[config.mk]
export PLATFORM = sky130hd
export DESIGN_NAME = msnr_queue
export DESIGN_NICKNAME = d
export VERILOG_FILES = /design/src/sv/assert_macros.svh /design/src/sv/msnr_pkg.sv /design/src/sv/msnr_queue.sv
export SDC_FILE = /design/constraint.sdc
export NUM_CORES = 1
export LEC_CHECK = 0
export ABC_AREA = 0
export BUFFER_PORTS_ARGS = -buffer_cell sky130_fd_sc_hd__buf_4
export CORE_MARGIN = 3
export CORE_UTILIZATION = 44
export DETAILED_ROUTE_END_ITERATION = 16
export GPL_TIMING_DRIVEN = 1
export HOLD_SLACK_MARGIN = 0.12
export PLACE_DENSITY = 0.74
export SLEW_MARGIN = 10
export SYNTH_ARGS = -nofsm -noshare
export SYNTH_HDL_FRONTEND = slang
export SYNTH_SLANG_ARGS = --single-unit
[constraint.sdc]
create_clock -name clk -period 1 [get_ports clk]
set_input_delay 0.1 -clock clk [delete_from_list [all_inputs] [get_ports clk]]
set_output_delay 0.1 -clock clk [all_outputs]
set_load 0.005 [all_outputs]
[src/sv/assert_macros.svh]
// Assertion macros used by the top-level RTL file of the masked SNR estimator.
`ifndef ASSERT_MACROS_SVH
`define ASSERT_MACROS_SVH
`ifndef SYNTHESIS
// Same-cycle implication, checked on every rising edge outside reset.
`define MSNR_ASSERT_IMP(label, ante, cons) \
  label: assert property (@(posedge clk) disable iff (rst) (ante) |-> (cons)) \
    else $error("masked_snr_estimator: assertion failed");
// Next-cycle implication.
`define MSNR_ASSERT_NEXT(label, ante, cons) \
  label: assert property (@(posedge clk) disable iff (rst) (ante) |=> (cons)) \
    else $error("masked_snr_estimator: assertion failed");
`else
`define MSNR_ASSERT_IMP(label, ante, cons)
`define MSNR_ASSERT_NEXT(label, ante, cons)
`endif
`endif

[src/sv/msnr_pkg.sv]
// Shared constants, types and status codes of the masked SNR estimator.
`default_nettype none
package msnr_pkg;

  localparam int COUNT_BITS_DEF  = 25;
  localparam int SAMPLE_BITS_DEF = 16;
  localparam int QUEUE_DEPTH     = 2;
  localparam int RES_BITS        = 24;
  localparam int DB_BITS         = 16;

  // 20*log10(2) in Q16
  localparam logic signed [19:0] DB_PER_OCTAVE = 20'sd394566;

  typedef enum logic [1:0] {
    ST_OK        = 2'd0,
    ST_NO_SIGNAL = 2'd1,
    ST_FEW_NOISE = 2'd2,
    ST_NONPOS    = 2'd3
  } status_t;

  typedef struct packed {
    logic full;
    logic empty;
  } q_status_t;

endpackage
`default_nettype wire

[src/sv/msnr_queue.sv]
// Small register queue of finished volume records between front and back.
`default_nettype none
module msnr_queue #(
  parameter int WIDTH = 8,
  parameter int DEPTH = msnr_pkg::QUEUE_DEPTH
) (
  input  logic                 clk,
  input  logic                 rst,
  input  logic                 push,
  input  logic [WIDTH-1:0]     din,
  input  logic                 pop,
  output logic [WIDTH-1:0]     dout,
  output msnr_pkg::q_status_t  qstat
);
  localparam int PW = (DEPTH > 1) ? $clog2(DEPTH) : 1;
  localparam int CW = $clog2(DEPTH + 1);

  logic [WIDTH-1:0] mem [DEPTH];
  logic [PW-1:0]    wr_ptr;
  logic [PW-1:0]    rd_ptr;
  logic [CW-1:0]    count;

  assign dout        = mem[rd_ptr];
  assign qstat.full  = (count == CW'(DEPTH));
  assign qstat.empty = (count == '0);

  always_ff @(posedge clk) begin
    if (push) begin
      mem[wr_ptr] <= din;
    end
  end

  always_ff @(posedge clk) begin
    if (rst) begin
      wr_ptr <= '0;
      rd_ptr <= '0;
      count  <= '0;
    end else begin
      if (push) begin
        wr_ptr <= (wr_ptr == PW'(DEPTH - 1)) ? '0 : wr_ptr + 1'b1;
      end
      if (pop) begin
        rd_ptr <= (rd_ptr == PW'(DEPTH - 1)) ? '0 : rd_ptr + 1'b1;
      end
      if (push && !pop) begin
        count <= count + 1'b1;
      end else if (pop && !push) begin
        count <= count - 1'b1;
      end
    end
  end
endmodule
`default_nettype wire

==> metrics.txt <==
final hold viol count 0; Initial Util 49.1%; nets 105; initial antenna violation count 0; Synth Register Bits 21; H-tree Lvls 1; Synth area leaders edfxtp_1, dfxtp_1, mux2_2; wire per inst 14.4 µm; Worst Hold Depth 4; met2 usage 31.3%; Worst Path Arrival 1.21 ns; met1 Use GR 17.1%; RR Startpoint count[0]$_SDFFE_PP0P_; Area Overhead vs Synth 64.4%; gr usage total 16.6%; row count 14; DRC viols 0; port bufs 21; Die ar. 2320 µm²; busiest layer in global routing met2; Worst setup EP type output pin; Initial DRC Count 12; io pins 22; die width 48.2 µm; placed instance count 98; Avg Vias per Cell 4.62; startpoint types flop; Fillers 92; HP Start pop; Reg2Reg Depth 4; Adder-Cell Fraction of Synth Area 1.60%; total CTS buffers 3; Worst-path clk slew 0.12 ns; run status complete, but fails checks; die height 48.2 µm; clock root cell clkbuf_4; Final Setup Violations 11; reg2reg end count[1]$_SDFFE_PP0P_; Simple-Gate Fraction of Synth Area 5.91%; Pwr Density 1500 nW/µm²; post-route minimum period 1.31 ns; drt total wl 1660 µm; Rel. slew slack 82.3%; largest family of logic cells by synthesized area multiplexers; setup ws final -0.314 ns; Critical Path RT 0.90 ns; Worst Setup Path Type reg2out; Ys Warns 0; Final GP Congestion 0.677; Worst Hold Class in2reg; clk sinks 21; compound-gate portion of the synthesized area 1.28%; Syn Inst Count 47; LEAKAGE 0.541 nW; Congestion Overflow GR 0; RSZ-0062 raised after global routing yes; CTS max path bufs 2; worst skew pair latency 0.30 ns; Slew Limit Fails 0; CTS tree done; post-synthesis mux area share 11.5%; reg-to-reg setup timing slack -0.10 ns; vias in the first global route 538; met3 usage in global routing 3.32%; failing checks negative setup slack; vias post-DR 531; remaining antenna violation count 0; library cells used by synthesis 15; Final Cycle Share 131%; Seq/Total Area, Yosys 74.1%; drt first pass iters 4; first-pass GRT wire length 2520 µm; total power 1.93 mW; peak fanout along the critical path 4; Synth area leader edfxtp_1; core area 1590 µm²; DPL Wire Length 1050 µm; max cap viols 0; Syn Area/Cell 16.7 µm²; non-filler cells, final 115; xor/xnor share of the synthesized area 4.47%; pin count of the biggest net entering global routing 12; peak supply drop 0.00112 V; final core occ 80.8%; Mapped Nets 60; Clock Skews 0.00882 ns; Yosys top cell area share 61.3%; Mapped Area 783 µm²; Antenna Cells 0; maximum clock frequency 761 MHz; layout cell share with drive strength beyond 1 53.8%; Worst Tran Pin Value 0.265 ns
flip-flops by register name, summed over array words and instances, names as in the netlist, named ones only:
| register | flops |
|---|---|
| count | 2 |
| mem | 16 |
| rd_ptr | 1 |
| wr_ptr | 1 |
cell usage after synthesis:
cell type,instances
edfxtp_1,16
mux2_2,8
dfxtp_1,5
nor2_1,5
xnor2_1,2
xor2_1,2
a21oi_1,1
and2_1,1
and2b_2,1
buf_2,1
ha_1,1
inv_1,1
nor2b_1,1
o21ai_0,1
or3_1,1
critical path: stages, from the launching register on:
cell and delay, ns:
dfxtp_2 0.36, buf_6 0.13, mux2_4 0.30, buf_6 0.12
report_power, final:
| group | switching, mW | total, mW | internal, mW |
|---|---|---|---|
| clock | 0.249 | 0.405 | 0.156 |
| combinational | 0.163 | 0.477 | 0.314 |
| sequential | 0.0360 | 1.05 | 1.01 |
worst max-delay path by stage:
stage | slack (ns) | cells past startpoint | end | from
2_1_floorplan | 0.04 | 3 | count[1]$_SDFFE_PP0P_ | count[0]$_SDFFE_PP0P_
3_3_place_gp | -0.06 | 4 | count[1]$_SDFFE_PP0P_ | push
3_5_place_dp | -0.08 | 5 | count[1]$_SDFFE_PP0P_ | push
4_1_cts | -0.31 | 3 | dout[6] | flop
5_1_grt | -0.36 | 3 | dout[6] | flop
6_report | -0.31 | 3 | dout[7] | flop
metal layers:
layer / share of wire (%) / vias to the layer above
li1: - / 257
met1: 36 / 255
met2: 57 / 17
met3: 4.5 / 2
met4: 1.5 / 0
met5: 0 / -
kinds of logic (layout without fill, tap and decap cells):
| family | after synthesis | in the layout |
|---|---|---|
| xor gates and xnor gates | 4 | 4 |
| AOI/OAI and AO/OA | 2 | 2 |
| buffers and inverters | 2 | 46 |
| muxes | 8 | 8 |
| and+or+nand+nor | 9 | 9 |
| adders and majority gates | 1 | 1 |
| DFF | 21 | 21 |
cell usage in the layout, fill, tap and decap left out, drive strengths merged:
cell,Yosys,final
buf,1,31
edfxtp,16,16
dlygate4sd3,0,10
mux2,8,8
nor2,5,5
dfxtp,5,5
clkbuf,0,4
xnor2,2,2
xor2,2,2
inv,1,1
and2b,1,1
and2,1,1
nor2b,1,1
o21ai,1,1
or3,1,1
a21oi,1,1
ha,1,1
metrics by stage:
stage                     TNS, ns  hold WS, ns  instance area (µm²)  setup WS [ns]
after floorplan                 0        0.169                  786         0.0351
after global placement     -0.519        0.285                 1030        -0.0603
after detailed placement   -0.832        0.290                 1030        -0.0807
after CTS                   -2.77        0.138                 1260         -0.313
after global routing        -3.34        0.182                 1290         -0.358
final                       -2.80        0.140                 1290         -0.314
layout make-up:
cell class | count | area (µm²) | area share (%)
clock buffers | 4 | 26.3 | 2.04
inverters | 1 | 3.75 | 0.292
multi-input cells | 24 | 246 | 19.1
flip-flops and latches | 21 | 587 | 45.6
well taps | 24 | 30.0 | 2.33
repair buffers | 41 | 394 | 30.6
what timing repair did:
item	4_1_cts	5_1_grt
endpoints found under the hold margin	21	0
buffers inserted	2	1
endpoints found under the setup margin	18	16
gates resized for setup	25	4
pin swaps	1	0
hold buffers	10	0
Note: power is estimated with default switching activity, not from simulation.
