--- src/sv/assert_macros.svh ---
// Assertion macros used by the top-level RTL file of the masked SNR estimator.
`ifndef ASSERT_MACROS_SVH
`define ASSERT_MACROS_SVH
`ifndef SYNTHESIS
// Same-cycle implication, checked on every rising edge outside reset.
`define MSNR_ASSERT_IMP(label, ante, cons) \
  label: assert property (@(posedge clk) disable iff (rst) (ante) |-> (cons)) \
    else $error("masked_snr_estimator: assertion failed");
// Next-cycle implication.
`define MSNR_ASSERT_NEXT(label, ante, cons) \
  label: assert property (@(posedge clk) disable iff (rst) (ante) |=> (cons)) \
    else $error("masked_snr_estimator: assertion failed");
`else
`define MSNR_ASSERT_IMP(label, ante, cons)
`define MSNR_ASSERT_NEXT(label, ante, cons)
`endif
`endif

--- src/sv/msnr_pkg.sv ---
// Shared constants, types and status codes of the masked SNR estimator.
`default_nettype none
package msnr_pkg;

  localparam int COUNT_BITS_DEF  = 25;
  localparam int SAMPLE_BITS_DEF = 16;
  localparam int QUEUE_DEPTH     = 2;
  localparam int RES_BITS        = 24;
  localparam int DB_BITS         = 16;

  // 20*log10(2) in Q16
  localparam logic signed [19:0] DB_PER_OCTAVE = 20'sd394566;

  typedef enum logic [1:0] {
    ST_OK        = 2'd0,
    ST_NO_SIGNAL = 2'd1,
    ST_FEW_NOISE = 2'd2,
    ST_NONPOS    = 2'd3
  } status_t;

  typedef struct packed {
    logic full;
    logic empty;
  } q_status_t;

endpackage
`default_nettype wire

--- src/sv/msnr_div.sv ---
// Restoring divider, one quotient bit per cycle, shared by the back end.
`default_nettype none
module msnr_div #(
  parameter int NW = 48,
  parameter int DW = 24
) (
  input  logic          clk,
  input  logic          rst,
  input  logic          start,
  input  logic [NW-1:0] num,
  input  logic [DW-1:0] den,
  output logic          done,
  output logic [NW-1:0] quo
);
  localparam int CW = $clog2(NW + 1);

  logic          active;
  logic [CW-1:0] cnt;
  logic [NW-1:0] shreg;
  logic [DW-1:0] rem;
  logic [DW-1:0] dreg;
  logic [DW:0]   trial;
  logic          ge;

  assign trial = {rem, shreg[NW-1]};
  assign ge    = (trial >= {1'b0, dreg});

  always_ff @(posedge clk) begin
    if (rst) begin
      active <= 1'b0;
      done   <= 1'b0;
    end else begin
      done <= 1'b0;
      if (start) begin
        active <= 1'b1;
        cnt    <= CW'(NW);
        shreg  <= num;
        dreg   <= den;
        rem    <= '0;
        quo    <= '0;
      end else if (active) begin
        rem   <= ge ? DW'(trial - {1'b0, dreg}) : trial[DW-1:0];
        quo   <= {quo[NW-2:0], ge};
        shreg <= {shreg[NW-2:0], 1'b0};
        cnt   <= cnt - 1'b1;
        if (cnt == CW'(1)) begin
          active <= 1'b0;
          done   <= 1'b1;
        end
      end
    end
  end
endmodule
`default_nettype wire

--- src/sv/msnr_back.sv ---
// Back end: sequencer that turns one volume record into the result word.
`default_nettype none
module msnr_back #(
  parameter int SAMPLE_BITS = msnr_pkg::SAMPLE_BITS_DEF,
  parameter int COUNT_BITS  = msnr_pkg::COUNT_BITS_DEF,
  parameter int RW          = 8
) (
  input  logic                clk,
  input  logic                rst,
  input  msnr_pkg::q_status_t qstat,
  input  logic [RW-1:0]       rec,
  output logic                pop,
  output logic                result_valid,
  input  logic                result_ready,
  output logic [23:0]         signal_mean,
  output logic [23:0]         noise_mean,
  output logic [23:0]         noise_deviation,
  output logic [23:0]         ratio,
  output logic [15:0]         ratio_db,
  output msnr_pkg::status_t   status
);
  localparam int SB  = SAMPLE_BITS;
  localparam int CB  = COUNT_BITS;
  localparam int SW  = SB + CB;
  localparam int QSW = 2 * SB + CB;
  localparam int MW  = 2 * SB + 2 * CB;
  localparam int NW  = MW + 16;
  localparam int DW  = (2 * CB > 24) ? 2 * CB : 24;
  localparam int SQW = 2 * SB + 16;
  localparam int R   = SQW / 2;
  localparam int MCW = $clog2(SW);
  localparam int RCW = $clog2(R);

  typedef enum logic [4:0] {
    S_IDLE, S_SM_GO, S_SM_WAIT, S_NM_GO, S_NM_WAIT, S_MUL_A, S_MUL_B, S_MUL_C,
    S_DEV_WAIT, S_SQRT, S_SQRT_FIN, S_STATUS, S_RAT_WAIT, S_LOG_NORM,
    S_LOG_MUL, S_LOG_SQ, S_DB_MUL, S_DB_FIN, S_OUT
  } state_t;

  state_t state;

  logic signed [SW-1:0] ssum, nsum;
  logic [QSW-1:0]       sqsum;
  logic [CB-1:0]        scnt, ncnt;
  logic [SW-1:0]        smag, nmag;

  logic [MW-1:0]  mul_a, acc, acc_step, pa, pb, diff;
  logic [SW-1:0]  mul_b;
  logic [MCW-1:0] mcnt;

  logic          div_start, div_done;
  logic [NW-1:0] div_num, div_quo;
  logic [DW-1:0] div_den;

  logic [SQW-1:0] sq_q;
  logic [R-1:0]   root;
  logic [R+1:0]   srem;
  logic [R+3:0]   remn;
  logic [R+3:0]   trial;
  logic           sq_ge;
  logic [R:0]     rounded;
  logic [RCW-1:0] rcnt;

  logic [30:0]          mant;
  logic [4:0]           expo;
  logic [61:0]          sqp;
  logic [31:0]          xsq;
  logic [15:0]          frac;
  logic [3:0]           fidx;
  logic signed [6:0]    e_m8;
  logic signed [22:0]   lq;
  logic signed [42:0]   prod;
  logic signed [42:0]   prod_rnd;
  logic signed [18:0]   db_q;

  logic [23:0]          smean, nmean, dev, rat, smean_mag, rat_new;
  logic [15:0]          db;
  msnr_pkg::status_t    stat;

  function automatic logic [23:0] sat24(input logic neg, input logic [NW-1:0] mag);
    logic [NW-1:0] negm;
    negm = -mag;
    if (neg) begin
      return (mag > NW'(24'h800000)) ? 24'h800000 : negm[23:0];
    end
    return (mag > NW'(24'h7FFFFF)) ? 24'h7FFFFF : mag[23:0];
  endfunction

  msnr_div #(.NW(NW), .DW(DW)) u_div (
    .clk   (clk),
    .rst   (rst),
    .start (div_start),
    .num   (div_num),
    .den   (div_den),
    .done  (div_done),
    .quo   (div_quo)
  );

  assign pop       = (state == S_IDLE) && !qstat.empty;
  assign smag      = ssum[SW-1] ? SW'(-ssum) : SW'(ssum);
  assign nmag      = nsum[SW-1] ? SW'(-nsum) : SW'(nsum);
  assign acc_step  = mul_b[0] ? acc + mul_a : acc;
  assign diff      = (pa >= pb) ? pa - pb : '0;
  assign remn      = {srem, sq_q[SQW-1:SQW-2]};
  assign trial     = {2'b00, root, 2'b01};
  assign sq_ge     = (remn >= trial);
  assign rounded   = {1'b0, root} + (R+1)'(srem > (R+2)'(root));
  assign xsq       = sqp[61:30];
  assign e_m8      = $signed({2'b00, expo}) - 7'sd8;
  assign lq        = {e_m8, frac};
  assign prod_rnd  = prod + 43'sd8388608;
  assign db_q      = 19'(prod_rnd >>> 24);
  assign smean_mag = smean[23] ? -smean : smean;
  assign rat_new   = sat24(smean[23], div_quo);

  always_ff @(posedge clk) begin
    if (rst) begin
      state        <= S_IDLE;
      result_valid <= 1'b0;
      div_start    <= 1'b0;
    end else begin
      div_start <= 1'b0;
      if (result_valid && result_ready) begin
        result_valid <= 1'b0;
      end
      case (state)
        S_IDLE: begin
          if (!qstat.empty) begin
            {ssum, nsum, sqsum, scnt, ncnt} <= rec;
            smean <= '0;
            nmean <= '0;
            dev   <= '0;
            rat   <= '0;
            db    <= '0;
            state <= S_SM_GO;
          end
        end
        S_SM_GO: begin
          if (scnt == '0) begin
            state <= S_NM_GO;
          end else begin
            div_num   <= NW'({smag, 8'h00}) + NW'(scnt >> 1);
            div_den   <= DW'(scnt);
            div_start <= 1'b1;
            state     <= S_SM_WAIT;
          end
        end
        S_SM_WAIT: begin
          if (div_done) begin
            smean <= sat24(ssum[SW-1], div_quo);
            state <= S_NM_GO;
          end
        end
        S_NM_GO: begin
          if (ncnt == '0) begin
            state <= S_STATUS;
          end else begin
            div_num   <= NW'({nmag, 8'h00}) + NW'(ncnt >> 1);
            div_den   <= DW'(ncnt);
            div_start <= 1'b1;
            state     <= S_NM_WAIT;
          end
        end
        S_NM_WAIT: begin
          if (div_done) begin
            nmean <= sat24(nsum[SW-1], div_quo);
            if (ncnt >= CB'(2)) begin
              // n * S2, one multiplier bit per cycle
              mul_a <= MW'(sqsum);
              mul_b <= SW'(ncnt);
              acc   <= '0;
              mcnt  <= MCW'(SW - 1);
              state <= S_MUL_A;
            end else begin
              state <= S_STATUS;
            end
          end
        end
        S_MUL_A, S_MUL_B, S_MUL_C: begin
          acc   <= acc_step;
          mul_a <= {mul_a[MW-2:0], 1'b0};
          mul_b <= {1'b0, mul_b[SW-1:1]};
          mcnt  <= mcnt - 1'b1;
          if (mcnt == '0) begin
            acc  <= '0;
            mcnt <= MCW'(SW - 1);
            if (state == S_MUL_A) begin
              pa    <= acc_step;
              mul_a <= MW'(nmag);
              mul_b <= nmag;
              state <= S_MUL_B;
            end else if (state == S_MUL_B) begin
              pb    <= acc_step;
              mul_a <= MW'(ncnt);
              mul_b <= SW'(ncnt - 1'b1);
              state <= S_MUL_C;
            end else begin
              div_num   <= {diff, 16'h0000};
              div_den   <= DW'(acc_step[2*CB-1:0]);
              div_start <= 1'b1;
              state     <= S_DEV_WAIT;
            end
          end
        end
        S_DEV_WAIT: begin
          if (div_done) begin
            sq_q  <= (|(div_quo >> SQW)) ? '1 : div_quo[SQW-1:0];
            root  <= '0;
            srem  <= '0;
            rcnt  <= RCW'(R - 1);
            state <= S_SQRT;
          end
        end
        S_SQRT: begin
          srem <= sq_ge ? (R+2)'(remn - trial) : remn[R+1:0];
          root <= {root[R-2:0], sq_ge};
          sq_q <= {sq_q[SQW-3:0], 2'b00};
          rcnt <= rcnt - 1'b1;
          if (rcnt == '0) begin
            state <= S_SQRT_FIN;
          end
        end
        S_SQRT_FIN: begin
          dev   <= (rounded > (R+1)'(24'hFFFFFF)) ? 24'hFFFFFF : 24'(rounded);
          state <= S_STATUS;
        end
        S_STATUS: begin
          if (scnt == '0) begin
            stat  <= msnr_pkg::ST_NO_SIGNAL;
            state <= S_OUT;
          end else if (ncnt < CB'(2)) begin
            stat  <= msnr_pkg::ST_FEW_NOISE;
            state <= S_OUT;
          end else if (dev == '0) begin
            stat  <= msnr_pkg::ST_NONPOS;
            state <= S_OUT;
          end else begin
            div_num   <= NW'({smean_mag, 8'h00}) + NW'(dev >> 1);
            div_den   <= DW'(dev);
            div_start <= 1'b1;
            state     <= S_RAT_WAIT;
          end
        end
        S_RAT_WAIT: begin
          if (div_done) begin
            rat <= rat_new;
            if (rat_new[23] || rat_new == '0) begin
              stat  <= msnr_pkg::ST_NONPOS;
              db    <= 16'h8000;
              state <= S_OUT;
            end else begin
              stat  <= msnr_pkg::ST_OK;
              mant  <= {rat_new[22:0], 8'h00};
              expo  <= 5'd22;
              state <= S_LOG_NORM;
            end
          end
        end
        S_LOG_NORM: begin
          if (mant[30]) begin
            frac  <= '0;
            fidx  <= 4'd15;
            state <= S_LOG_MUL;
          end else begin
            mant <= {mant[29:0], 1'b0};
            expo <= expo - 1'b1;
          end
        end
        S_LOG_MUL: begin
          sqp   <= 62'(mant) * 62'(mant);
          state <= S_LOG_SQ;
        end
        S_LOG_SQ: begin
          if (xsq[31]) begin
            mant       <= xsq[31:1];
            frac[fidx] <= 1'b1;
          end else begin
            mant <= xsq[30:0];
          end
          fidx  <= fidx - 1'b1;
          state <= (fidx == '0) ? S_DB_MUL : S_LOG_MUL;
        end
        S_DB_MUL: begin
          prod  <= 43'(lq) * 43'(msnr_pkg::DB_PER_OCTAVE);
          state <= S_DB_FIN;
        end
        S_DB_FIN: begin
          if (db_q > 19'sd32767) begin
            db <= 16'h7FFF;
          end else if (db_q < -19'sd32768) begin
            db <= 16'h8000;
          end else begin
            db <= db_q[15:0];
          end
          state <= S_OUT;
        end
        S_OUT: begin
          if (!result_valid || result_ready) begin
            signal_mean     <= smean;
            noise_mean      <= nmean;
            noise_deviation <= dev;
            ratio           <= rat;
            ratio_db        <= db;
            status          <= stat;
            result_valid    <= 1'b1;
            state           <= S_IDLE;
          end
        end
        default: state <= S_IDLE;
      endcase
    end
  end
endmodule
`default_nettype wire

--- config.mk ---
export PLATFORM = sky130hd
export DESIGN_NAME = msnr_back
export DESIGN_NICKNAME = d
export VERILOG_FILES = /design/src/sv/assert_macros.svh /design/src/sv/msnr_pkg.sv /design/src/sv/msnr_div.sv /design/src/sv/msnr_back.sv
export SDC_FILE = /design/constraint.sdc
export NUM_CORES = 2
export LEC_CHECK = 0
export BUFFER_PORTS_ARGS = -buffer_cell sky130_fd_sc_hd__buf_2
export CAP_MARGIN = 20
export CORE_ASPECT_RATIO = 0.5
export CORE_MARGIN = 10
export CORE_UTILIZATION = 46
export DETAILED_ROUTE_END_ITERATION = 8
export GPL_TIMING_DRIVEN = 1
export PLACE_DENSITY = 0.71
export SLEW_MARGIN = 20
export SYNTH_ARGS = -nofsm -noshare
export SYNTH_HDL_FRONTEND = slang
export SYNTH_SLANG_ARGS = --single-unit
--- constraint.sdc ---
create_clock -name clk -period 21 [get_ports clk]
set_clock_uncertainty 0.15 [all_clocks]
set_input_delay 3.15 -clock clk [delete_from_list [all_inputs] [get_ports clk]]
set_output_delay 3.15 -clock clk [all_outputs]
set_load 0.01 [all_outputs]
==> impl_metrics.json <==
{
  "tritoncts": "built",
  "crit_path_start_kind": "register",
  "rsz0062_at_grt": "false",
  "initial_core_util_pct": 46.3,
  "fin_crit_ns": 11.64,
  "min-delay-start": "stat[0]",
  "seq_area_frac_synth_pct": 39.8,
  "routed_wl_um": 216000,
  "n_antenna_cell": 0,
  "slowest_delay_ns": 1.05,
  "hold_path_end": "status[0]",
  "drive_gt1_share_pct": 6.50,
  "netlist_area_um2": 95800,
  "dr.pass1.iters": 6,
  "first_global_vias": 65200,
  "synthSimpleGateAreaFrac_pct": 11.4,
  "p_per_area_nw_per_um2": 62.1,
  "ant_nets": 0,
  "drc": 0,
  "portBuffers": 127,
  "cpMostUsedCell": "fa_1",
  "slew_violations": 0,
  "initialDrtViolationCount": 4792,
  "nets": 10500,
  "ff2ff_setup_slack_ns": 9.36,
  "area_growth_pct": 7.66,
  "antenna_found_initial": 4,
  "clock_latency_ns": 0.76,
  "htreeDepth": 3,
  "die-area_um2": 228000,
  "p_leak_nw": 45.6,
  "wire_per_inst_um": 18.3,
  "synth.avg_cell_area_um2": 10.7,
  "final_common_cell": "inv_1",
  "cts_buffers": 113,
  "cts_root_buf": "clkbuf_16",
  "yosys-top-cells-area": "edfxtp_1 (40%), fa_1 (18%), ha_1 (9.1%)",
  "synthAdderAreaFrac_pct": 26.9,
  "required_ns": 21.29,
  "grt_max_degree": 157,
  "fp-row-count": 118,
  "worstPathArrival_ns": 11.93,
  "synth_warnings": 0,
  "cp_top_family": "adder cells",
  "hold_buffers": 0,
  "coreArea_um2": 207000,
  "synth_ff_type": "edfxtp_1",
  "async_reset_ff_share_pct": 0,
  "synthCells": 8981,
  "finalWorstSetupSlack_ns": 9.36,
  "routabilityCongestion": 0.897,
  "synth_edf_count": 1263,
  "cpMaxStageDelayCell": "edfxtp_1",
  "synth_cell_types": 84,
  "vias_per_cell": 5.36,
  "final_cell_mix": "inv_1 (1561), edfxtp_1 (1263), fa_1 (853)",
  "relSlewSlack_pct": 19.9,
  "vias": 63300,
  "synth_top_area_share_pct": 39.6,
  "clkSinkCount": 1272,
  "regToRegStartpoint": "mant[16]",
  "grt_overflow": 0,
  "ios": 129,
  "tns_ns": 0,
  "timing.hold.ws_ns": 0.239,
  "max_freq_mhz": 85.9,
  "status": "complete, no violations",
  "die_w_um": 665,
  "r2r_cells": 29,
  "dp_slack_ns": 9.49,
  "synth_top_family_by_area": "adder cells",
  "cts_buffer_depth": 3,
  "r2r-end": "sqp[61]",
  "grt_pass1_wl_um": 349000,
  "synth.area.mux_share_pct": 2.25,
  "path_buf_inv": 6,
  "synth_xor_xnor_area_share_pct": 3.15,
  "hold_path_class": "reg -> reg",
  "fin_util_pct": 49.8,
  "postCtsSetupBuffers": 0,
  "hold_violations": 0,
  "min_period_over_period_pct": 55.4,
  "max-cap-violations": 0,
  "hpwlAfterDp_um": 158000,
  "finalSetupViolations": 0,
  "path_max_fanout": 16,
  "grt.total_usage_pct": 18.8,
  "hold-path-cell-count": 0,
  "worst_setup_path_end_kind": "register",
  "ys_ff_latch": 1272,
  "die_h_um": 343,
  "cts_resized": 0,
  "ir_drop_v": 0.0000648,
  "synth_compound_area_share_pct": 8.94,
  "timing_worst_setup_path_type": "reg -> reg",
  "clk_pin_slew_worst_paths_ns": 0.07,
  "tightest_slew_ns": 1.19,
  "synth_area_leader_cell": "edfxtp_1"
}
-- cell usage after synthesis (32+ instances only) --
library cell	count
a211oi_1	39
a21o_1	230
a21oi_1	521
a31oi_1	38
and2_1	244
and3_1	102
clkbuf_1	343
edfxtp_1	1263
fa_1	853
ha_1	695
inv_1	1561
mux2_2	130
mux2i_1	69
nand2_1	631
nand2b_1	32
nand3_1	102
nand4_1	92
nor2_1	730
nor2b_1	159
nor3_1	81
nor4_1	44
o21a_1	37
o21ai_0	224
o21bai_1	60
xnor2_1	225
xor2_1	120
-- state kept, by name (all words and copies together), names as in the netlist, 32 cells and up --
| signal | cells |
|---|---|
| div_den | 50 |
| sqp | 32 |
| mul_b | 41 |
| u_div.dreg | 50 |
| div_num | 89 |
| u_div.quo | 98 |
| pa | 82 |
| u_div.shreg | 98 |
| sq_q | 48 |
| mul_a | 82 |
| pb | 82 |
| acc | 82 |
| u_div.rem | 50 |
-- where the power goes --
part	internal, mW	switching (mW)
Sequential	3.01	0.0626
Clock	1.14	0.990
Combinational	0.451	0.754
-- worst max path at each step --
stage / from / to / slack [ns] / cells after the start
2_1_floorplan: rst / acc[0] / 2.03 / 3
3_3_place_gp: mant[16] / sqp[59] / 9.48 / 30
3_5_place_dp: mant[16] / sqp[59] / 9.49 / 30
4_1_cts: mant[16] / sqp[61] / 9.42 / 29
5_1_grt: mant[21] / sqp[59] / 8.85 / 31
6_report: mant[16] / sqp[61] / 9.36 / 29
-- per-stage QoR --
step	total power, mW	cells	area (µm²)
3_3_place_gp	4.30	11600	99400
3_5_place_dp	4.33	11600	99400
2_1_floorplan	4.03	8982	95800
5_1_grt	6.72	11800	103000
6_report	6.41	11800	103000
4_1_cts	6.46	11800	103000
-- worst register-to-register path: cells and delay by family, from the launching register on --
family / cells / cell delay [ns]
fa+ha+maj: 9 / 4.38
compound gates: 9 / 3.55
simple gates: 4 / 1.30
flops: 1 / 1.05
buf+inv: 6 / 0.83
xor+xnor: 1 / 0.12
-- final cells by class --
cell class / count / area (µm²)
clock buffers: 136 / 2920
clock inverters: 70 / 796
fillers: 18400 / 104000
inverters: 1567 / 5880
multi-input cells: 5776 / 50600
flip-flops and latches: 1272 / 38100
well taps: 2760 / 3450
repair buffers: 220 / 1360
-- cells by family after synthesis --
logic type | after synthesis
adders and majority gates | 1548
buffers and inverters | 1934
DFF | 1272
AOI/OAI and AO/OA | 1369
muxes | 199
xor gates and xnor gates | 345
and+or+nand+nor | 2313
other | 1
-- routing by layer --
layer	up-vias	wire length, µm	global-route usage, %
met4	0	6900	5.69
met3	366	11300	2.26
met5	-	0	0
met1	31300	92700	24.6
met2	1722	105000	32.7
li1	29800	-	-
(Power assumes the default switching activity.)
