## src/sv/assert_macros.svh

```systemverilog
// Assertion macros used by the top-level RTL file of the masked SNR estimator.
`ifndef ASSERT_MACROS_SVH
`define ASSERT_MACROS_SVH
`ifndef SYNTHESIS
// Same-cycle implication, checked on every rising edge outside reset.
`define MSNR_ASSERT_IMP(label, ante, cons) \
  label: assert property (@(posedge clk) disable iff (rst) (ante) |-> (cons)) \
    else $error("masked_snr_estimator: assertion failed");
// Next-cycle implication.
`define MSNR_ASSERT_NEXT(label, ante, cons) \
  label: assert property (@(posedge clk) disable iff (rst) (ante) |=> (cons)) \
    else $error("masked_snr_estimator: assertion failed");
`else
`define MSNR_ASSERT_IMP(label, ante, cons)
`define MSNR_ASSERT_NEXT(label, ante, cons)
`endif
`endif

```

## src/sv/msnr_pkg.sv

```systemverilog
// Shared constants, types and status codes of the masked SNR estimator.
`default_nettype none
package msnr_pkg;

  localparam int COUNT_BITS_DEF  = 25;
  localparam int SAMPLE_BITS_DEF = 16;
  localparam int QUEUE_DEPTH     = 2;
  localparam int RES_BITS        = 24;
  localparam int DB_BITS         = 16;

  // 20*log10(2) in Q16
  localparam logic signed [19:0] DB_PER_OCTAVE = 20'sd394566;

  typedef enum logic [1:0] {
    ST_OK        = 2'd0,
    ST_NO_SIGNAL = 2'd1,
    ST_FEW_NOISE = 2'd2,
    ST_NONPOS    = 2'd3
  } status_t;

  typedef struct packed {
    logic full;
    logic empty;
  } q_status_t;

endpackage
`default_nettype wire

```

## src/sv/msnr_front.sv

```systemverilog
// Front end: takes voxel words, accumulates per region, pushes a record on last.
`default_nettype none
module msnr_front #(
  parameter int SAMPLE_BITS = msnr_pkg::SAMPLE_BITS_DEF,
  parameter int COUNT_BITS  = msnr_pkg::COUNT_BITS_DEF,
  parameter int RW          = 8
) (
  input  logic                          clk,
  input  logic                          rst,
  input  logic signed [SAMPLE_BITS-1:0] sample,
  input  logic                          is_signal,
  input  logic                          last,
  input  logic                          voxel_valid,
  output logic                          voxel_ready,
  input  msnr_pkg::q_status_t           qstat,
  output logic                          push,
  output logic [RW-1:0]                 rec
);
  localparam int SB  = SAMPLE_BITS;
  localparam int CB  = COUNT_BITS;
  localparam int SW  = SB + CB;
  localparam int QSW = 2 * SB + CB;

  logic signed [SW-1:0]   ssum, ssum_next;
  logic signed [SW-1:0]   nsum, nsum_next;
  logic [QSW-1:0]         sqsum, sqsum_next;
  logic [CB-1:0]          scnt, scnt_next;
  logic [CB-1:0]          ncnt, ncnt_next;
  logic signed [SW-1:0]   s_ext;
  logic signed [2*SB-1:0] s_wide;
  logic signed [2*SB-1:0] s_sq;
  logic                   accept;

  assign voxel_ready = !qstat.full;
  assign accept      = voxel_valid && voxel_ready;
  assign s_ext       = {{(SW - SB){sample[SB-1]}}, sample};
  assign s_wide      = {{SB{sample[SB-1]}}, sample};
  assign s_sq        = s_wide * s_wide;

  always_comb begin
    ssum_next  = ssum;
    nsum_next  = nsum;
    sqsum_next = sqsum;
    scnt_next  = scnt;
    ncnt_next  = ncnt;
    // drop voxels of a region whose count is saturated
    if (is_signal) begin
      if (!(&scnt)) begin
        ssum_next = ssum + s_ext;
        scnt_next = scnt + 1'b1;
      end
    end else if (!(&ncnt)) begin
      nsum_next  = nsum + s_ext;
      sqsum_next = sqsum + QSW'($unsigned(s_sq));
      ncnt_next  = ncnt + 1'b1;
    end
  end

  assign push = accept && last;
  assign rec  = {ssum_next, nsum_next, sqsum_next, scnt_next, ncnt_next};

  always_ff @(posedge clk) begin
    if (rst) begin
      ssum  <= '0;
      nsum  <= '0;
      sqsum <= '0;
      scnt  <= '0;
      ncnt  <= '0;
    end else if (accept) begin
      if (last) begin
        ssum  <= '0;
        nsum  <= '0;
        sqsum <= '0;
        scnt  <= '0;
        ncnt  <= '0;
      end else begin
        ssum  <= ssum_next;
        nsum  <= nsum_next;
        sqsum <= sqsum_next;
        scnt  <= scnt_next;
        ncnt  <= ncnt_next;
      end
    end
  end
endmodule
`default_nettype wire

```

## config.mk

```make
export PLATFORM = sky130hd
export DESIGN_NAME = msnr_front
export DESIGN_NICKNAME = d
export VERILOG_FILES = /design/src/sv/assert_macros.svh /design/src/sv/msnr_pkg.sv /design/src/sv/msnr_front.sv
export SDC_FILE = /design/constraint.sdc
export NUM_CORES = 1
export LEC_CHECK = 0
export ABC_AREA = 1
export BUFFER_PORTS_ARGS = -buffer_cell sky130_fd_sc_hd__buf_4
export CORE_AREA = 2 2 66 68
export CTS_CLUSTER_SIZE = 20
export DETAILED_ROUTE_END_ITERATION = 12
export DIE_AREA = 0 0 68 70
export GPL_ROUTABILITY_DRIVEN = 0
export HOLD_SLACK_MARGIN = 0.15
export PLACE_DENSITY = 0.66
export SLEW_MARGIN = 20
export SYNTH_ARGS = -nofsm -noshare
export SYNTH_HDL_FRONTEND = slang
export SYNTH_SLANG_ARGS = --single-unit
```

## constraint.sdc

```tcl
create_clock -name clk -period 4 [get_ports clk]
set_input_delay 0.2 -clock clk [delete_from_list [all_inputs] [get_ports clk]]
set_output_delay 0.2 -clock clk [all_outputs]
set_load 0.05 [all_outputs]
```

==> impl_results.md, run 1 <==
* Synthesized area per cell at a little over 6 um2
* Vias per cell at approximately 5.0
* Setup crit end kind: output port
* CTS max path bufs at 2
* WP buf/inv at 1
* CP startpoint kind: flip-flop
* Seq cells post-synth at 25
* Largest net degree at the start of global routing at 15
* Mapped Cells at a little under 300
* Starting density of the core at 42.8%
* Hold buffer count at CTS at 0
* Total power draw at ~0.00046 W
* Max Clk Rate at approximately 430 MHz
* Final ANT Viol Nets at 0
* WP data required at approximately 3.8 ns
* Syn Nets at between 300 and 400
* Largest registers: ncnt (25)
* Library cells used by synthesis at 27
* Multi-input combinational cell area at about 0.0011 mm2
* Total GRT Usage at about a fifth
* H-tree depth at 1
* Postcts setup bufs at 0
* Post-route setup TNS at 0 ns
* Final Slew Violations at 0
* Post_cts resized at 0
* Endpoints failing setup at 0
* Register area at around 500 um2
* Rel. slew slack at a little over two thirds
* Initial antenna violation count at 0
* Largest reg by FF count: ncnt
* Input/output buffers at 15
* Core Footprint at 0.00414 mm2
* Fill count at 446
* GRT met2 Usage at 28.5%
* Area of the mapped netlist at 0.00177 mm2
* Nets at 332
* Pre-antenna DRT Iters at 4
* Sink Count at 25
* DIE HEIGHT at about 70 um
* Die footprint at ~0.0048 mm2
* Clock Skew at around 0.006 ns
* Critical path type: reg2out
* Max FFs per register at 25
* Die width at 68 um
* Fin crit period at approximately 2.3 ns
* Crit-path cells: ha_1 > nand2_2 > nor2_4 > nand2_4 > nor2_8 > nand2_4 > nand2_1 > nand2_1 > and2_1 > buf_4
* Worst VDD drop at around 0.12 mV
* DR WL/cell at between 10 and 15 um
* Row count at 24
* Synth warn at 0
* Met3 Usage GRT at approximately 2.9%
* GRT busiest layer: met2
* GRT met1 Usage at approximately 28%
* RSZ-0062 raised after global routing: no
* Slew @ Worst Pin at about 0.45 ns
* CP max stage delay at between 0.4 and 0.5 ns
* Clock transition at the registers of the reported paths at roughly 0.09 ns
* Slowest-stage cell, CP: dfxtp_1
* Clock Latency Late Sink at roughly 0.27 ns
* Share of cells above drive strength 1 at 15.0%
* CTS Buf Count at 3
* CTS tree: done
* Vias in the first global route at around 1.6k
* CTS root buf: clkbuf_8
* Crit-path max FO at 12
* MaxCap Viol Count at 0
* Iter 0 DRT Violations at 126
* Hold Crit Class: in2reg
* Area growth syn-to-layout at 11.0%
* Top delay family on crit path: simple AND/OR/NAND/NOR gates
* DP HPWL at approximately 3100 um
* Final Hold Fails at 0
* Vias at about 1.8k
* Final period util at about 58%
* Global-route wire length before repair at between 7000 and 8000 um
* ANT cells at 0
* P per Cell Area at about 230 mW/mm2
* Routed WL at approximately 4200 um
* LEAKAGE at 0.836 nW
* Status: finished clean
* I/O pin count at 33
* Seq/Total Area, Yosys at between 20% and 30%
* DRC Markers at 0
* Grt ovf at 0
* Worst path arrival time at approximately 2.1 ns
metrics by stage:
stage,util (%),hold WS [ns],std cells,area [um2],worst slack [ns]
after floorplan,-,0.269,293,1770,1.75
after global placement,46.4,0.445,355,1920,2.00
after detailed placement,46.4,0.456,355,1920,1.97
after CTS,47.5,0.209,359,1970,1.66
after global routing,47.5,0.223,359,1970,1.52
final,47.5,0.208,359,1970,1.67
path summary, 6_finish.rpt:
kind,start,to,slack [ns],depth (start not counted)
worst max-delay path,ncnt[0],rec[0],1.67,10
worst min register to register,ncnt[24],ncnt[24],0.47,2
worst max register to register,ncnt[0],ncnt[15],2.05,12
worst min-delay path,last,ncnt[14],0.21,4
area by class of cell:
cell class / count / share of cell area [%]
clock buffers: 3 / 2.10
clock inverters: 1 / 0.254
inverters: 39 / 7.44
multi-input cells: 224 / 55.8
flip-flops and latches: 25 / 25.4
well taps: 52 / 3.31
repair buffers: 15 / 5.72
Yosys cell counts, drive strengths merged:
library cell / number / area share, %
nand2: 103 / 24
nor2: 48 / 12
inv: 39 / 8.3
dfxtp: 25 / 28
nand3: 23 / 7.6
a21oi: 21 / 7.2
o21ai: 9 / 2.5
nand4: 5 / 1.8
xnor2: 5 / 2.5
buf: 3 / 1.2
and2: 2 / 0.71
clkbuf: 2 / 0.42
nand3b: 2 / 0.85
nor3: 2 / 0.56
ha: 1 / 0.71
nor3b: 1 / 0.42
o21bai: 1 / 0.42
xor2: 1 / 0.49
layer usage:
layer / wire, um / vias up
met3: 200 / 4
met1: 2150 / 814
met2: 1860 / 40
li1: - / 942
met4: 25 / 0
met5: 0 / -
cell families (layout without fill, tap and decap cells):
kind of cell,count (synthesis),in the layout,synth area share (%)
buffers and inverters,44,58,9.88
adder cells (fa/ha/maj),1,1,0.706
AO/OA/AOI/OAI,31,31,10.2
AND/OR/NAND/NOR,186,186,48.1
flip-flops,25,25,28.2
XOR/XNOR,6,6,2.96
tightest hold or removal path: cells and delay by family:
kind / cells / cell delay (ns)
buffers and inverters: 1 / 0.11
and+or+nand+nor: 2 / 0.08
AOI/OAI and AO/OA: 1 / 0.05
power by group:
part / internal, W / switching, W / leakage [nW] / total, W
sequential: 0.000249 / 0.000000729 / 0.201 / 0.000250
clock: 0.0000699 / 0.0000898 / 0.0255 / 0.000160
combinational: 0.0000127 / 0.0000351 / 0.610 / 0.0000478
cells in the final DEF (no fill, tap or decap), drive strengths merged:
| cell | n |
|---|---|
| a21oi | 21 |
| and2 | 2 |
| buf | 15 |
| clkbuf | 3 |
| clkinv | 1 |
| dfxtp | 25 |
| ha | 1 |
| inv | 39 |
| nand2 | 103 |
| nand3 | 23 |
| nand3b | 2 |
| nand4 | 5 |
| nor2 | 48 |
| nor3 | 2 |
| nor3b | 1 |
| o21ai | 9 |
| o21bai | 1 |
| xnor2 | 5 |
| xor2 | 1 |
No activity file was read; power rests on OpenSTA's default activity.
==> run 2, diff against run 1 <==
--- a/config.mk
+++ b/config.mk
@@ -5,15 +5,15 @@
 export SDC_FILE = /design/constraint.sdc
 export NUM_CORES = 1
 export LEC_CHECK = 0
-export ABC_AREA = 1
+export ABC_AREA = 0
 export BUFFER_PORTS_ARGS = -buffer_cell sky130_fd_sc_hd__buf_4
-export CORE_AREA = 2 2 66 68
+export CORE_AREA = 2 2 63 65
 export CTS_CLUSTER_SIZE = 20
 export DETAILED_ROUTE_END_ITERATION = 12
-export DIE_AREA = 0 0 68 70
+export DIE_AREA = 0 0 65 67
 export GPL_ROUTABILITY_DRIVEN = 0
 export HOLD_SLACK_MARGIN = 0.15
-export PLACE_DENSITY = 0.66
+export PLACE_DENSITY = 0.65
 export SLEW_MARGIN = 20
 export SYNTH_ARGS = -nofsm -noshare
 export SYNTH_HDL_FRONTEND = slang
==> constraint.sdc (replaced) <==
create_clock -name clk -period 2.15 [get_ports clk]
set_input_delay 0.1075 -clock clk [delete_from_list [all_inputs] [get_ports clk]]
set_output_delay 0.1075 -clock clk [all_outputs]
set_load 0.05 [all_outputs]
==> run 2 against run 1 <==
  * Total power grew 90%
  * Sequential cell count unchanged
  * First-iteration DRC count up 5.6%
  * Worst hold slack got worse by 0.036 ns
  * Critical path depth is 3 lower
  * Via count shrank 9.1%
  * Largest cell class unchanged
==> impl_results.md, run 2 <==
* ANT cells at 0
* Largest registers: ncnt (25)
* Clock transition at the registers of the reported paths at about 0.090 ns
* Min Hold Slack at between 0.15 and 0.2 ns
* Status: finished clean
* Hold Crit Class: in2reg
* Final period util at 99.6%
* DRC Markers at 0
* Nets at 250
* Clock Latency Late Sink at 0.28 ns
* Library cells used by synthesis at 55
* Routed WL at between 4000 and 5000 um
* Row count at 22
* Synth warn at 0
* Commonest cells after routing, fill and taps aside: buf_4, dfxtp_1, nand2_1
* Area of the mapped netlist at roughly 0.0016 mm2
* Vias at 1,637
* Final Slew Violations at 0
* Reg2reg start: ncnt[0]
* DR WL/cell at 15.7 um
* Post-synth top cells: dfxtp_1, nand2_1, nand3_1, nor2_1, a21oi_1
* LEAKAGE at about 0.78 nW
* H-tree depth at 1
* Initial antenna violation count at 0
* Final worst slack at 0.00965 ns
* Total GRT Usage at approximately 22%
* CP startpoint kind: flip-flop
* Yosys top cell area share at between 30% and 40%
* Synthesized area per cell at about 8.4 um2
* Crit. Startpoint: ncnt[0]
* Slowest-stage cell, CP: or4_4
* Core Footprint at between 0.003 and 0.004 mm2
* Top-count cell post-synth: dfxtp_1
* Slew @ Worst Pin at about 0.67 ns
* Final ANT Viol Nets at 0
* WP buf/inv at 1
* Grt ovf at 0
* P per Cell Area at ~420 mW/mm2
* Worst path arrival time at around 2.0 ns
* Hold Crit Start: last
* CTS root buf: clkbuf_8
* Area growth syn-to-layout at 31.6%
* Global-route wire length before repair at between 7000 and 8000 um
* Crit-path max FO at 3
* Pre-antenna DRT Iters at 4
* DIE HEIGHT at 67 um
* Pre-CTS setup slack at 0.0769 ns
* MaxCap Viol Count at 0
* Syn Nets at 212
* Endpoints failing setup at 0
* Die width at ~65 um
* CTS tree: done
* CP max stage delay at 0.54 ns
* Iter 0 DRT Violations at 133
* Vias in the first global route at between 1.5k and 2k
* Top delay family on crit path: simple AND/OR/NAND/NOR gates
* Fill count at 324
* Largest net degree at the start of global routing at 14
* Crit-path cells: ha_4 > nand3_4 > or4_4 > o21ai_4 > nor2_2 > xor2_4 > buf_6
* Vias per cell at roughly 6
* Max Clk Rate at 467 MHz
* Yosys top cell by area: dfxtp_1
* Most common cell after layout, fill and taps aside: buf_4
* RSZ-0062 raised after global routing: yes
* CTS Buf Count at 3
* Seq cells post-synth at 25
* Input/output buffers at 15
* Die footprint at about 0.0044 mm2
* Synth Flop Type: dfxtp_1
* I/O pin count at 33
* Final Hold Fails at 0
* Register area at around 510 um2
* Clock Skew at approximately 0.0062 ns
* Ys async rst share at 0%
* Critical path type: reg2out
* Sink Count at 25
* Largest reg by FF count: ncnt
* WP data required at about 2 ns
* Post-route setup TNS at 0 ns
* CTS max path bufs at 2
* Setup crit end kind: output port
* Post-DP Area at 0.00187 mm2
* Mapped Cells at between 150 and 200
* Cell area after layout at 0.00207 mm2
* Multi-input combinational cell area at ~0.0011 mm2
* Worst VDD drop at 0.232 mV
* Rel. slew slack at between 50% and 60%
* Number of synthesized flops with an enable pin at 0
* Seq/Total Area, Yosys at roughly a third
* Max FFs per register at 25
* Share of cells above drive strength 1 at 34.7%
* Fin crit period at ~2.1 ns
* Starting density of the core at 43.7%
* DP HPWL at 3240 um
* Top post-synthesis cells by area: dfxtp_1, o211ai_1, nand2_1
run 2: changes by cell type in the layout (fill, tap and decap cells not counted), moves of 5 or more:
cell | previous run | this run
inv_1 | 38 | 6
nand3_1 | 19 | 10
nor2_1 | 42 | 9
a21oi_1 | 15 | 9
o211ai_1 | 0 | 9
buf_4 | 15 | 36
o21ai_0 | 9 | 1
buf_6 | 0 | 5
nand2_1 | 93 | 16
a31oi_1 | 0 | 5
o31ai_1 | 0 | 7
nand2_2 | 8 | 1
dfxtp_1 | 25 | 19
dfxtp_2 | 0 | 6
run 2: repair_timing:
item,4_1_cts,5_1_grt
setup endpoints to repair,8,13
pin swaps,4,7
cloned,0,0
endpoints found under the hold margin,8,0
setup buffers,5,2
hold buffers,1,0
gates resized for setup,13,12
run 2: kinds of logic (layout without fill, tap and decap cells):
| logic type | count (synthesis) | after routing | share of synthesized area, % |
|---|---|---|---|
| flip-flops | 25 | 25 | 31.8 |
| AND/OR/NAND/NOR | 83 | 83 | 30.8 |
| XOR/XNOR | 7 | 7 | 3.90 |
| adder cells (fa/ha/maj) | 1 | 1 | 0.795 |
| AO/OA/AOI/OAI | 55 | 55 | 26.9 |
| multiplexers | 1 | 1 | 0.636 |
| buffers and inverters | 16 | 53 | 5.17 |
run 2: final timing paths:
kind,depth (start not counted),slack (ns),to
worst max register to register,8,0.07,ncnt[13]
worst max-delay path,7,0.01,rec[3]
worst min register to register,1,0.49,ncnt[23]
worst min-delay path,3,0.17,ncnt[17]
run 2: final cells by class:
cell class | instances | area share [%]
well taps | 48 | 2.90
inverters | 6 | 1.09
repair buffers | 43 | 17.0
clock buffers | 4 | 2.17
multi-input cells | 147 | 52.4
flip-flops and latches | 25 | 24.5
run 2: metal layers:
layer	vias to the layer above	global-route usage [%]	wire (um)
met5	-	0	0
met4	0	7.98	65
met3	9	2.36	186
met2	50	41.6	2250
met1	785	26.1	1790
li1	793	-	-
run 2: power by group:
part / switching [W] / internal (W)
sequential: 0.00000143 / 0.000464
combinational: 0.0000672 / 0.0000404
clock: 0.000162 / 0.000133
total: 0.000230 / 0.000638
run 2: through the flow:
stage                     total power [W]  util (%)  std cells
after floorplan                  0.000532         -        188
after global placement           0.000568      51.8        261
after detailed placement         0.000570      51.8        261
after CTS                        0.000870      55.6        271
after global routing             0.000900      57.5        273
final                            0.000868      57.5        273
run 2: worst reg2reg max path, stage by stage, from the launching register on:
cell and delay, ns:
dfxtp_2 0.36, ha_4 0.16, nand3_4 0.07, or4_4 0.54, buf_4 0.18, buf_4 0.15, o21a_2 0.24, a21oi_1 0.19
a311oi_2 0.07
==> run 3, diff against run 2 <==
==> constraint.sdc (replaced) <==
create_clock -name clk -period 2.5 [get_ports clk]
set_input_delay 0.125 -clock clk [delete_from_list [all_inputs] [get_ports clk]]
set_output_delay 0.125 -clock clk [all_outputs]
set_load 0.05 [all_outputs]
==> run 3 against run 2 <==
  * Clock skew fell by 0.0041 ns
  * Total power shrank 16%
  * Critical path depth decreased by 1
  * Clock power shrank 15%
  * Combinational power is 29% lower
  * Wire length fell by 8.6%
  * Register-to-register slack better by 0.31 ns
  * Highest routed layer unchanged
==> impl_results.md, run 3 (synthesis gave the netlist of run 2 again) <==
* Iter 0 DRT Violations at 73
* Routed WL at ~3900 um
* Hold Crit Class: in2reg
* RSZ-0062 raised after global routing: no
* Global-route wire length before repair at about 6700 um
* DP HPWL at around 2900 um
* Row count at 22
* Final Core Density at roughly half
* Rel. slew slack at between 60% and 70%
* Nets at between 200 and 250
* Fin cells at 255
* CP max stage delay at slightly above 0.6 ns
* Initial antenna violation count at 0
* Worst VDD drop at 0.220 mV
* DIE HEIGHT at 67 um
* Commonest cells after routing, fill and taps aside: buf_4, dfxtp_1, nand2_1
* Input/output buffers at 15
* Slew @ Worst Pin at around 0.57 ns
* DR WL/cell at 15.4 um
* Clock transition at the registers of the reported paths at ~0.090 ns
* Status: finished clean
* CTS Buf Count at 3
* Share of cells above drive strength 1 at a little over a fifth
* Sink Count at 25
* MaxCap Viol Count at 0
* Final Hold Fails at 0
* Largest reg by FF count: ncnt
* ANT cells at 0
* Clock Latency Late Sink at between 0.2 and 0.3 ns
* Vias per cell at a little under 6
* Vias at roughly 1.5k
* Setup crit end kind: output port
* Post-route setup TNS at 0 ns
* CTS tree: done
* DRC Markers at 0
* Final ANT Viol Nets at 0
* Die width at between 60 and 70 um
* WP buf/inv at 1
* Worst path arrival time at about 2.3 ns
* Pre-antenna DRT Iters at 4
* Max FFs per register at 25
* Crit-path cells: nand4_4 > or4_4 > o21ai_4 > nor2_1 > xor2_2 > buf_4
* P per Cell Area at between 300 and 400 mW/mm2
* Post-DP Area at 0.00176 mm2
* Largest registers: ncnt (25)
* Final period util at between 90% and 100%
* Top delay family on crit path: simple AND/OR/NAND/NOR gates
* Grt ovf at 0
* Vias in the first global route at 1,396
* Slowest-stage cell, CP: or4_4
* Cell area after layout at 0.00183 mm2
* Final worst slack at 0.0822 ns
* CTS max path bufs at 2
* Crit-path max FO at 7
* H-tree depth at 1
* Endpoints failing setup at 0
* LEAKAGE at about 0.66 nW
* CTS root buf: clkbuf_8
* I/O pin count at 33
* Largest net degree at the start of global routing at 14
* Clock Skew at between 0.002 and 0.0025 ns
* CP startpoint kind: flip-flop
* WP data required at approximately 2.4 ns
* Final Slew Violations at 0
* Fin crit period at 2.42 ns
* Die footprint at 0.00436 mm2
* Area growth syn-to-layout at 16.2%
* Max Clk Rate at roughly 410 MHz
* Total GRT Usage at 20.2%
* Core Footprint at ~0.0036 mm2
* Starting density of the core at a little over two fifths
* Pre-CTS setup slack at between 0.2 and 0.3 ns
* Critical path type: reg2out
* Placed Instances at approximately 250
* Most common cell after layout, fill and taps aside: buf_4
[run 3: cell types whose count changed in the layout (fill, tap and decap cells not counted), sizes merged]
cell,previous run,this run
buf,42,24
[run 3: worst reg2reg max path: cells and delay by family (launching register included)]
family          cells  cell delay, ns
flops               1            0.50
simple gates        3            0.85
compound gates      2            0.50
buf+inv             1            0.18
[run 3: layer usage]
layer,wire length (um),vias up,GRT usage (%)
li1,-,759,-
met1,1860,717,26.8
met2,1880,32,32.7
met3,133,5,3.04
met4,58,0,7.98
met5,0,-,0
[run 3: what timing repair did]
action                                  in CTS  in global routing
setup buffers                                0                  1
hold buffers                                 1                  0
endpoints found under the hold margin        8                  0
endpoints found under the setup margin       1                  5
pin swaps                                    0                  2
resized for setup                            1                  2
[run 3: worst paths after layout]
path             from  endpoint  slack [ns]  cells past startpoint
max           ncnt[6]    rec[3]        0.08                      6
min reg2reg  ncnt[23]  ncnt[23]        0.49                      1
min              last  ncnt[17]        0.17                      3
max reg2reg   ncnt[6]  ncnt[15]        0.38                      6
[run 3: area by class of cell]
type                       count  area, um2
inverter                       6       22.5
fill                         359       1780
tap                           48       60.1
timing repair buffer          25        190
sequential                    25        503
clock buffer                   4       45.0
multi-input combinational    147       1010
[run 3: where the power goes]
group / switching, W / internal, W
logic: 0.0000523 / 0.0000243
clock network: 0.000138 / 0.000115
registers: 0.00000209 / 0.000399
[run 3: stage by stage]
step | hold slack [ns] | total power, W
6_report | 0.172 | 0.000730
5_1_grt | 0.196 | 0.000762
4_1_cts | 0.164 | 0.000734
3_5_place_dp | 0.408 | 0.000484
3_3_place_gp | 0.404 | 0.000483
2_1_floorplan | 0.306 | 0.000457
